--- src/etw_pkg.sv ---
// Shared types, constants and the elastic curve table for the tween engine.
package etw_pkg;

  localparam int FracBits     = 16;
  localparam int ElasticDepth = 1024;
  localparam int RomIdxW      = $clog2(ElasticDepth);
  localparam int XW           = FracBits;
  localparam int CurveW       = FracBits + 4;
  localparam int MulW         = FracBits + 8;
  localparam int ProdW        = 2 * MulW;
  localparam int BounceShift  = FracBits + 6;
  localparam int DivSteps     = FracBits;
  localparam int DivCntW      = $clog2(DivSteps);
  localparam int CurveSteps   = 4;
  localparam int StepW        = 2;
  localparam int ValW         = 16;
  localparam int TimeW        = 32;
  localparam int CfgW         = 3;

  localparam longint QOne    = longint'(1) << FracBits;
  localparam longint QHalf   = QOne / 2;
  localparam longint Q30One  = longint'(1) << 30;
  localparam longint Q30Div  = longint'(1) << (30 - FracBits);
  localparam longint BackC1  = longint'(1827057613) / Q30Div;
  localparam longint BackC3  = BackC1 + QOne;
  localparam longint BounceAdd1 = (3 * QOne) / 4;
  localparam longint BounceAdd2 = (15 * QOne) / 16;
  localparam longint BounceAdd3 = (63 * QOne) / 64;
  localparam longint ValueMax = 32767;
  localparam longint ValueMinMag = 32768;

  localparam logic [2:0] CurveNone       = 3'd0;
  localparam logic [2:0] CurveOutBack    = 3'd1;
  localparam logic [2:0] CurveInOutQuart = 3'd2;
  localparam logic [2:0] CurveOutQuint   = 3'd3;
  localparam logic [2:0] CurveOutElastic = 3'd4;
  localparam logic [2:0] CurveOutBounce  = 3'd5;

  localparam logic CfgCurve      = 1'b0;
  localparam logic CfgCumulative = 1'b1;

  typedef enum logic [1:0] {
    CmdTick   = 2'd0,
    CmdStart  = 2'd1,
    CmdFinish = 2'd2,
    CmdStop   = 2'd3
  } cmd_e;

  typedef enum logic [3:0] {
    OpNone       = 4'd0,
    OpLoad       = 4'd1,
    OpDivInit    = 4'd2,
    OpDivStep    = 4'd3,
    OpCurveStep  = 4'd4,
    OpCurveFin   = 4'd5,
    OpScale      = 4'd6,
    OpRound      = 4'd7,
    OpEmitFinal  = 4'd8,
    OpEmitTick   = 4'd9,
    OpStartApply = 4'd10,
    OpStop       = 4'd11
  } dp_op_e;

  typedef struct packed {
    logic [1:0]              command;
    logic [TimeW-1:0]        now_ms;
    logic signed [ValW-1:0]  move_distance;
    logic [ValW-1:0]         move_duration;
  } in_item_t;

  typedef struct packed {
    dp_op_e           op;
    logic [StepW-1:0] step;
  } ctrl_cmd_t;

  typedef struct packed {
    logic running;
    logic expired;
    logic cumulative;
    logic out_free;
    cmd_e command;
  } status_t;

  typedef logic signed [CurveW-1:0] rom_t [ElasticDepth];

  localparam longint ExpCoef [7] = '{
    1073741824, -744261118, 257941251, -59597084, 10327388, -1431684, 165399
  };
  localparam longint SinA = 1686629713;
  localparam longint SinB = 693598564;
  localparam longint SinC = 85569278;
  localparam longint SinD = 5027044;
  localparam longint PhaseOff = 805306368;

  function automatic longint mul30(longint a, longint b);
    return (a * b) / Q30One;
  endfunction

  // 2^(-10t) * sin(2pi(10t - 0.75)/3) + 1, Q30 then cut to the Q format
  function automatic logic signed [CurveW-1:0] elastic_entry(int idx);
    longint t, y, n, f, e, ph, m, q, z, z2, s, r;
    t = (longint'(idx) <<< 30) / ElasticDepth;
    y = 10 * t;
    n = y / Q30One;
    f = y % Q30One;
    e = ExpCoef[6];
    for (int k = 5; k >= 0; k--) begin
      e = ExpCoef[k] + mul30(e, f);
    end
    e = e >>> (n & 15);
    ph = (y - PhaseOff) / 3;
    m = ph % Q30One;
    if (m < 0) m = m + Q30One;
    q = (m >= (Q30One >>> 1)) ? m - Q30One : m;
    if (q > (Q30One >>> 2)) begin
      q = (Q30One >>> 1) - q;
    end else if (q < -(Q30One >>> 2)) begin
      q = -(Q30One >>> 1) - q;
    end
    z  = 4 * q;
    z2 = mul30(z, z);
    s  = mul30(z, SinA - mul30(z2, SinB - mul30(z2, SinC - mul30(z2, SinD))));
    r  = (mul30(e, s) + Q30One) / Q30Div;
    return CurveW'(r);
  endfunction

  function automatic rom_t build_elastic_rom();
    rom_t rom;
    for (int i = 0; i < ElasticDepth; i++) begin
      rom[i] = elastic_entry(i);
    end
    return rom;
  endfunction

  localparam rom_t ElasticRom = build_elastic_rom();

endpackage

--- src/etw_ctrl.sv ---
// Sequencer that steps the tween datapath through one command at a time.
module etw_ctrl (
  input  logic                clk_i,
  input  logic                rst_ni,
  input  logic                in_valid_i,
  output logic                in_ready_o,
  input  etw_pkg::status_t    status_i,
  output etw_pkg::ctrl_cmd_t  cmd_o
);

  typedef enum logic [9:0] {
    StIdle      = 10'b0000000001,
    StDecide    = 10'b0000000010,
    StDiv       = 10'b0000000100,
    StCurve     = 10'b0000001000,
    StCurveFin  = 10'b0000010000,
    StScale     = 10'b0000100000,
    StRound     = 10'b0001000000,
    StEmitFinal = 10'b0010000000,
    StEmitTick  = 10'b0100000000,
    StStart     = 10'b1000000000
  } state_e;

  state_e                       state_q, state_d;
  logic [etw_pkg::DivCntW-1:0]  cnt_q, cnt_d;

  always_comb begin
    state_d    = state_q;
    cnt_d      = cnt_q;
    in_ready_o = 1'b0;
    cmd_o.op   = etw_pkg::OpNone;
    cmd_o.step = cnt_q[etw_pkg::StepW-1:0];
    unique case (state_q)
      StIdle: begin
        in_ready_o = 1'b1;
        if (in_valid_i) begin
          cmd_o.op = etw_pkg::OpLoad;
          state_d  = StDecide;
        end
      end
      StDecide: begin
        cnt_d = '0;
        unique case (status_i.command)
          etw_pkg::CmdTick: begin
            if (!status_i.running) begin
              state_d = StIdle;
            end else if (status_i.expired) begin
              state_d = StEmitFinal;
            end else begin
              cmd_o.op = etw_pkg::OpDivInit;
              state_d  = StDiv;
            end
          end
          etw_pkg::CmdStart: begin
            // cumulative retarget needs the position a tick would give now
            if (status_i.running && status_i.cumulative && !status_i.expired) begin
              cmd_o.op = etw_pkg::OpDivInit;
              state_d  = StDiv;
            end else begin
              state_d = StStart;
            end
          end
          etw_pkg::CmdFinish: begin
            state_d = status_i.running ? StEmitFinal : StIdle;
          end
          etw_pkg::CmdStop: begin
            cmd_o.op = etw_pkg::OpStop;
            state_d  = StIdle;
          end
          default: state_d = StIdle;
        endcase
      end
      StDiv: begin
        cmd_o.op = etw_pkg::OpDivStep;
        if (cnt_q == etw_pkg::DivCntW'(etw_pkg::DivSteps - 1)) begin
          cnt_d   = '0;
          state_d = StCurve;
        end else begin
          cnt_d = cnt_q + 1'b1;
        end
      end
      StCurve: begin
        cmd_o.op = etw_pkg::OpCurveStep;
        if (cnt_q[etw_pkg::StepW-1:0] == etw_pkg::StepW'(etw_pkg::CurveSteps - 1)) begin
          cnt_d   = '0;
          state_d = StCurveFin;
        end else begin
          cnt_d = cnt_q + 1'b1;
        end
      end
      StCurveFin: begin
        cmd_o.op = etw_pkg::OpCurveFin;
        state_d  = StScale;
      end
      StScale: begin
        cmd_o.op = etw_pkg::OpScale;
        state_d  = StRound;
      end
      StRound: begin
        cmd_o.op = etw_pkg::OpRound;
        state_d  = (status_i.command == etw_pkg::CmdStart) ? StStart : StEmitTick;
      end
      StEmitFinal: begin
        if (status_i.out_free) begin
          cmd_o.op = etw_pkg::OpEmitFinal;
          state_d  = StIdle;
        end
      end
      StEmitTick: begin
        if (status_i.out_free) begin
          cmd_o.op = etw_pkg::OpEmitTick;
          state_d  = StIdle;
        end
      end
      StStart: begin
        cmd_o.op = etw_pkg::OpStartApply;
        state_d  = StIdle;
      end
      default: state_d = StIdle;
    endcase
  end

  always_ff @(posedge clk_i or negedge rst_ni) begin
    if (!rst_ni) begin
      state_q <= StIdle;
      cnt_q   <= '0;
    end else begin
      state_q <= state_d;
      cnt_q   <= cnt_d;
    end
  end

endmodule

--- config.mk ---
export PLATFORM = sky130hd
export DESIGN_NAME = etw_ctrl
export DESIGN_NICKNAME = d
export VERILOG_FILES = /design/src/etw_pkg.sv /design/src/etw_ctrl.sv
export SDC_FILE = /design/constraint.sdc
export NUM_CORES = 1
export LEC_CHECK = 0
export BUFFER_PORTS_ARGS = -buffer_cell sky130_fd_sc_hd__buf_2
export CAP_MARGIN = 40
export CORE_MARGIN = 2
export CORE_UTILIZATION = 30
export DETAILED_ROUTE_END_ITERATION = 8
export PLACE_DENSITY = 0.57
export SYNTH_ARGS = -nofsm -noshare
export SYNTH_HDL_FRONTEND = slang
export SYNTH_SLANG_ARGS = --single-unit
--- constraint.sdc ---
create_clock -name clk_i -period 2.4 [get_ports clk_i]
set_clock_uncertainty 0.2 [all_clocks]
set_input_delay 0.12 -clock clk_i [delete_from_list [all_inputs] [get_ports clk_i]]
set_output_delay 0.12 -clock clk_i [all_outputs]
set_load 0.005 [all_outputs]
==> results of run 1 <==
==> where the power goes <==
group	internal (mW)	switching [mW]
Sequential	0.267	0.0425
Combinational	0.183	0.205
Clock	0.0925	0.0866
==> layout by cell type, fill, tap and decap left out, types with 4 or more instances in the layout <==
| cell | count |
|---|---|
| buf_2 | 15 |
| inv_1 | 4 |
| nor3_1 | 5 |
| buf_4 | 9 |
| dlygate4sd3_1 | 4 |
| nand2_1 | 8 |
| nand3_1 | 6 |
| o21ai_0 | 5 |
| nor2_1 | 13 |
| dfrtp_1 | 12 |
| nand2b_1 | 4 |
==> per-layer routing <==
layer | vias to the layer above | part of all wire [%] | routed length, um
li1 | 491 | - | -
met1 | 518 | 47 | 1270
met2 | 33 | 48 | 1320
met3 | 2 | 4.6 | 125
met4 | 0 | 0.40 | 11
met5 | - | 0 | 0
==> worst max-delay path: cells and delay by family, from the launching register on <==
| kind | cells | cell delay [ns] |
|---|---|---|
| AOI/OAI and AO/OA | 1 | 0.17 |
| and+or+nand+nor | 3 | 0.98 |
| buffers and inverters | 1 | 0.10 |
| DFF | 1 | 0.46 |
==> logic make-up (layout without fill, tap and decap cells) <==
logic type | count (synthesis) | after routing
simple gates | 61 | 61
fa+ha+maj | 2 | 2
mux | 1 | 1
compound gates | 27 | 27
flops | 14 | 14
xor+xnor | 4 | 4
buf+inv | 13 | 36
==> layout make-up <==
class	instances	area, um2	share of cell area (%)
Multi-Input combinational cell	95	666	50.8
Sequential cell	14	353	26.9
Timing Repair Buffer	28	183	13.9
Tap cell	46	57.6	4.39
Clock buffer	4	36.3	2.77
Inverter	4	15.0	1.15
==> metrics by stage <==
stage	setup TNS (ns)	worst slack (ns)	hold WS, ns	cells	total power, mW
2_1_floorplan	0	0.257	-0.376	122	0.546
3_3_place_gp	0	0.242	-0.161	181	0.659
3_5_place_dp	0	0.170	-0.158	181	0.655
4_1_cts	0	0.0101	0.0269	189	0.844
5_1_grt	-0.0510	-0.0495	0.0677	191	0.936
6_report	0	0.0666	0.0462	191	0.876
==> sequential cells by signal, indices dropped and copies added (netlist names) <==
| register | count |
|---|---|
| cnt_q | 4 |
| state_q | 10 |
==> final timing paths <==
kind                       slack [ns]          to  cells past startpoint
setup / recovery                 0.07    cmd_o[5]                      5
hold / removal                   0.05  state_q[5]                      2
setup reg to reg                 0.20  state_q[8]                      6
hold reg to reg                  0.35    cnt_q[3]                      1
max in group asynchronous        1.65  state_q[0]                      2
min in group clk_i               0.05  state_q[9]                      4
==> what timing repair did <==
action / 4_1_cts / 5_1_grt
hold buffers: 4 / 0
pin swaps: 0 / 1
setup endpoints to repair: 3 / 3
buffers inserted: 0 / 2
hold endpoints to repair: 18 / 0
gates cloned: 0 / 0
resized for setup: 2 / 7
==> qor.csv, run 1 <==
metric,value,unit
outcome,finished clean,
Ports,16,
sequential area share after synthesis,32.6,%
port bufs,15,
"EDFF count, synth",0,
Die Width,64.0,um
initial antenna violation count,0,
first-pass GRT wire length,4550,um
Post-Syn Area,1080,um2
largest family of logic cells by synthesized area,simple AND/OR/NAND/NOR gates,
Ys Warns,0,
# rows,21,
Synth Net Count,133,
CTS root buffer,clkbuf_4,
Async SR Flop Fraction,100,%
pwr dens,669,nW/um2
complex-gate fraction of the synthesized area,19.6,%
M1 GR Usage,18.7,%
vias in the first global route,1034,
final core occ,38.6,%
layout cell share with drive strength beyond 1,31.7,%
Pre-antenna DRT Iters,4,
ANT nets after route,0,
CTS Sinks,14,
NumNets Final,157,
type of element capturing the critical path,output port,
Setup CP Type,flip-flop to output port,
multiplexer share of the synthesized area,0.928,%
Longest Clk Path Bufs,2,
ANT cells,0,
ranking of synthesized cells by area,"dfrtp_1 30%, buf_6 6.3%, nor2_1 4.5%",
largest net degree at the start of global routing,15,
period utilisation layout,97.2,%
Core Region,3390,um2
dominant synthesized flop cell,dfrtp_1,
slowest cell on the critical path,or4_4,
DRC Markers,0,
DP HPWL,2000,um
Leak,0.602,nW
max_cap viols,0,
Initial Util,31.8,%
GPL Wtd Cong,0.862,
Layout area overhead,21.5,%
Post-DP Area,1180,um2
critical path peak fanout,7,
Finished Cell Area,1310,um2
"flops & latches, synth",14,
CTS H-tree lvls,1,
Slew HR,72.0,%
GRT met2 Usage,23.8,%
gr ovfl total,0,
die height,64.0,um
CP Launch Type,flip-flop,
final wirelength,2730,um
worst r2r src,state_q[1],
Synth Area in Adders,2.32,%
maximum vdd ir drop,0.412,mV
HP Class,primary input to asynchronous set/reset pin,
most common library cells after synthesis,"13 x dfrtp_1, 13 x nor2_1, 8 x nand2_1",
CTS tree,done,
WL per Instance,14.3,um
GR Util All Layers,14.1,%
simple-gate portion of the synthesized area,31.8,%
cells along the critical path,or4_4 -> nor2_4 -> and3_4 -> a32o_1 -> buf_2,
clk_lat worst skew,0.29,ns
Synth cell types,45,
Synth area leader,dfrtp_1,
Final min period,2.33,ns
Yosys top cell area share,30.2,%
number of CTS-inserted buffers,3,
CP max stage delay,0.58,ns
"Arr. time, crit path",2.01,ns
vias per inst,5.47,
Die ar.,4090,um2
initial detailed-routing violation count,48,
Filler cells,353,
Mean Syn Cell Area,8.84,um2
"Clk pin slew, worst setup/hold paths",0.09,ns
xor/xnor share of the synthesized area,3.25,%
f_max,429,MHz
routed via count,1044,
Cells after Synth,122,
"Req. time, crit path",2.08,ns
final hold viol count,0,
worst-margin pin slew,0.415,ns
GRT met3 Usage,3.70,%
critical path launch point,state_q[6],
Final Max Slew Viols,0,
gr busiest metal,met2,
"Setup violations, final",0,
(Power assumes the default switching activity.)
==> run 2: changes to the inputs <==
- BUFFER_PORTS_ARGS: -buffer_cell sky130_fd_sc_hd__buf_2 -> unset
- DONT_BUFFER_PORTS: unset -> 1
- PLACE_DENSITY: 0.57 -> 0.54
==> run 2 against run 1 <==
Critical path depth unchanged. Flip-flop and latch count stayed put. Critical path type unchanged. Via count is 3.8% lower. Non-clock buffer count fell by 10. Core utilization fell by 1.7 points. Register-to-register slack about the same. Combinational power shrank 15%. Sequential share of layout area is 1.3 points higher.
==> qor.csv, run 2 (synthesis gave the netlist of run 1 again) <==
metric,value,unit
Die Width,64.0,um
largest net degree at the start of global routing,15,
final wirelength,2570,um
gr ovfl total,0,
reg2reg setup slack,0.20,ns
Crit Reg-Reg Endpoint,state_q[3],
GPL Wtd Cong,0.849,
routed via count,1004,
vias in the first global route,991,
max_cap viols,0,
outcome,finished clean,
GR Util All Layers,13.9,%
sequential power share,37.1,%
Die ar.,4090,um2
CTS Sinks,14,
setup tns final,0,ns
initial detailed-routing violation count,47,
worst-margin pin slew,0.681,ns
Finished Layout Cells,181,
Worst Hold Depth,2,
# rows,21,
final hold slack,0.0522,ns
ANT cells,0,
placed cells,165,
maximum vdd ir drop,0.402,mV
critical path peak fanout,6,
port bufs,0,
Post-DP Area,1090,um2
worst r2r src,state_q[7],
"Arr. time, crit path",1.99,ns
vias per inst,5.55,
Final Max Slew Viols,0,
"Setup violations, final",0,
NumNets Final,147,
DRC Markers,0,
Final min period,2.31,ns
Int Pwr,0.502,mW
"Most flops, register",state_q,
f_max,434,MHz
Switch Pwr,0.304,mW
hold endpoint,state_q[4],
final hold viol count,0,
RSZ-0062 raised after global routing,no,
Longest Clk Path Bufs,2,
Filler cells,333,
number of CTS-inserted buffers,3,
area of the multi-input gates,629,um2
"most common cell after layout, fill and taps aside",nor2_1,
first-pass GRT wire length,4510,um
WL per Instance,14.2,um
overall power,0.806,mW
Slew HR,54.5,%
DP HPWL,1860,um
"Clk pin slew, worst setup/hold paths",0.09,ns
Comb pwr share,40.9,%
clock power share,22.0,%
initial antenna violation count,0,
CP Launch Type,flip-flop,
type of element capturing the critical path,output port,
FF/Latch Area,353,um2
Leak,0.547,nW
clk_lat worst skew,0.29,ns
Initial Util,31.8,%
Largest register FFs,10,
CTS H-tree lvls,1,
Largest regs,"state_q x10, cnt_q x4",
beginning of the worst hold path,in_valid_i,
pwr dens,644,nW/um2
CTS tree,done,
Ports,16,
HP Class,primary input to flip-flop,
final core occ,36.9,%
most frequent cells in the layout,"13 x nor2_1, 12 x dfrtp_1, 10 x dlygate4sd3_1",
pre-CTS setup slack,0.202,ns
Reg2Reg Depth,5,
period utilisation layout,96.1,%
Layout area overhead,16.0,%
Sw Share,37.7,%
Pre-antenna DRT Iters,4,
ANT nets after route,0,
layout cell share with drive strength beyond 1,19.3,%
die height,64.0,um
Core Region,3390,um2
Finished Cell Area,1250,um2
Final WS setup,0.0938,ns
Setup CP Type,flip-flop to output port,
CTS root buffer,clkbuf_4,
"Req. time, crit path",2.08,ns
==> run 2: cell count changes in the layout (fill, tap and decap cells not counted) <==
cell,previous run,this run
and3_2,0,1
and3_4,2,1
buf_2,15,0
buf_4,9,8
dlygate4sd3_1,4,10
nor3_1,5,6
nor3_2,1,0
nor4_1,1,3
nor4_2,2,0
nor4b_1,1,2
nor4b_4,1,0
==> run 2: worst max-delay path by stage <==
stage	start	endpoint	slack (ns)
after global placement	state_q[8]	state_q[7]	0.27
after detailed placement	state_q[8]	state_q[7]	0.20
after floorplan	state_q[7]	cnt_q[2]	0.26
final	state_q[7]	cmd_o[5]	0.09
after global routing	state_q[9]	cmd_o[5]	0.02
after CTS	state_q[8]	cmd_o[5]	0.01
==> run 2: layout make-up <==
| cell class | count | area share (%) |
|---|---|---|
| Multi-Input combinational cell | 95 | 50.3 |
| Sequential cell | 14 | 28.2 |
| Timing Repair Buffer | 18 | 12.8 |
| Tap cell | 46 | 4.60 |
| Clock buffer | 4 | 2.90 |
| Inverter | 4 | 1.20 |
==> run 2: metal layers <==
metal	wire, um	vias up	track usage (%)
met1	1110	488	17.8
met5	0	-	0
met3	149	7	2.11
met4	76	0	7.07
li1	-	472	-
met2	1240	37	22.4
==> run 2: worst max-delay path, cell delays in order, from the launching register on <==
cell     delay, ns
dfrtp_1       0.40
or4_4         0.58
nor2_4        0.16
and3_4        0.21
buf_4         0.14
a32o_1        0.20
==> run 2: repair_timing <==
item / 4_1_cts / 5_1_grt
endpoints found under the hold margin: 20 / 0
resized for setup: 1 / 1
setup buffers: 0 / 2
hold buffers: 10 / 0
endpoints found under the setup margin: 1 / 2
==> run 2: power groups by stage <==
stage | sequential [mW] | clock [mW] | combinational, mW
2_1_floorplan | 0.296 | 0 | 0.250
3_3_place_gp | 0.302 | 0 | 0.307
3_5_place_dp | 0.304 | 0 | 0.303
4_1_cts | 0.299 | 0.182 | 0.322
5_1_grt | 0.307 | 0.192 | 0.371
6_report | 0.299 | 0.177 | 0.330
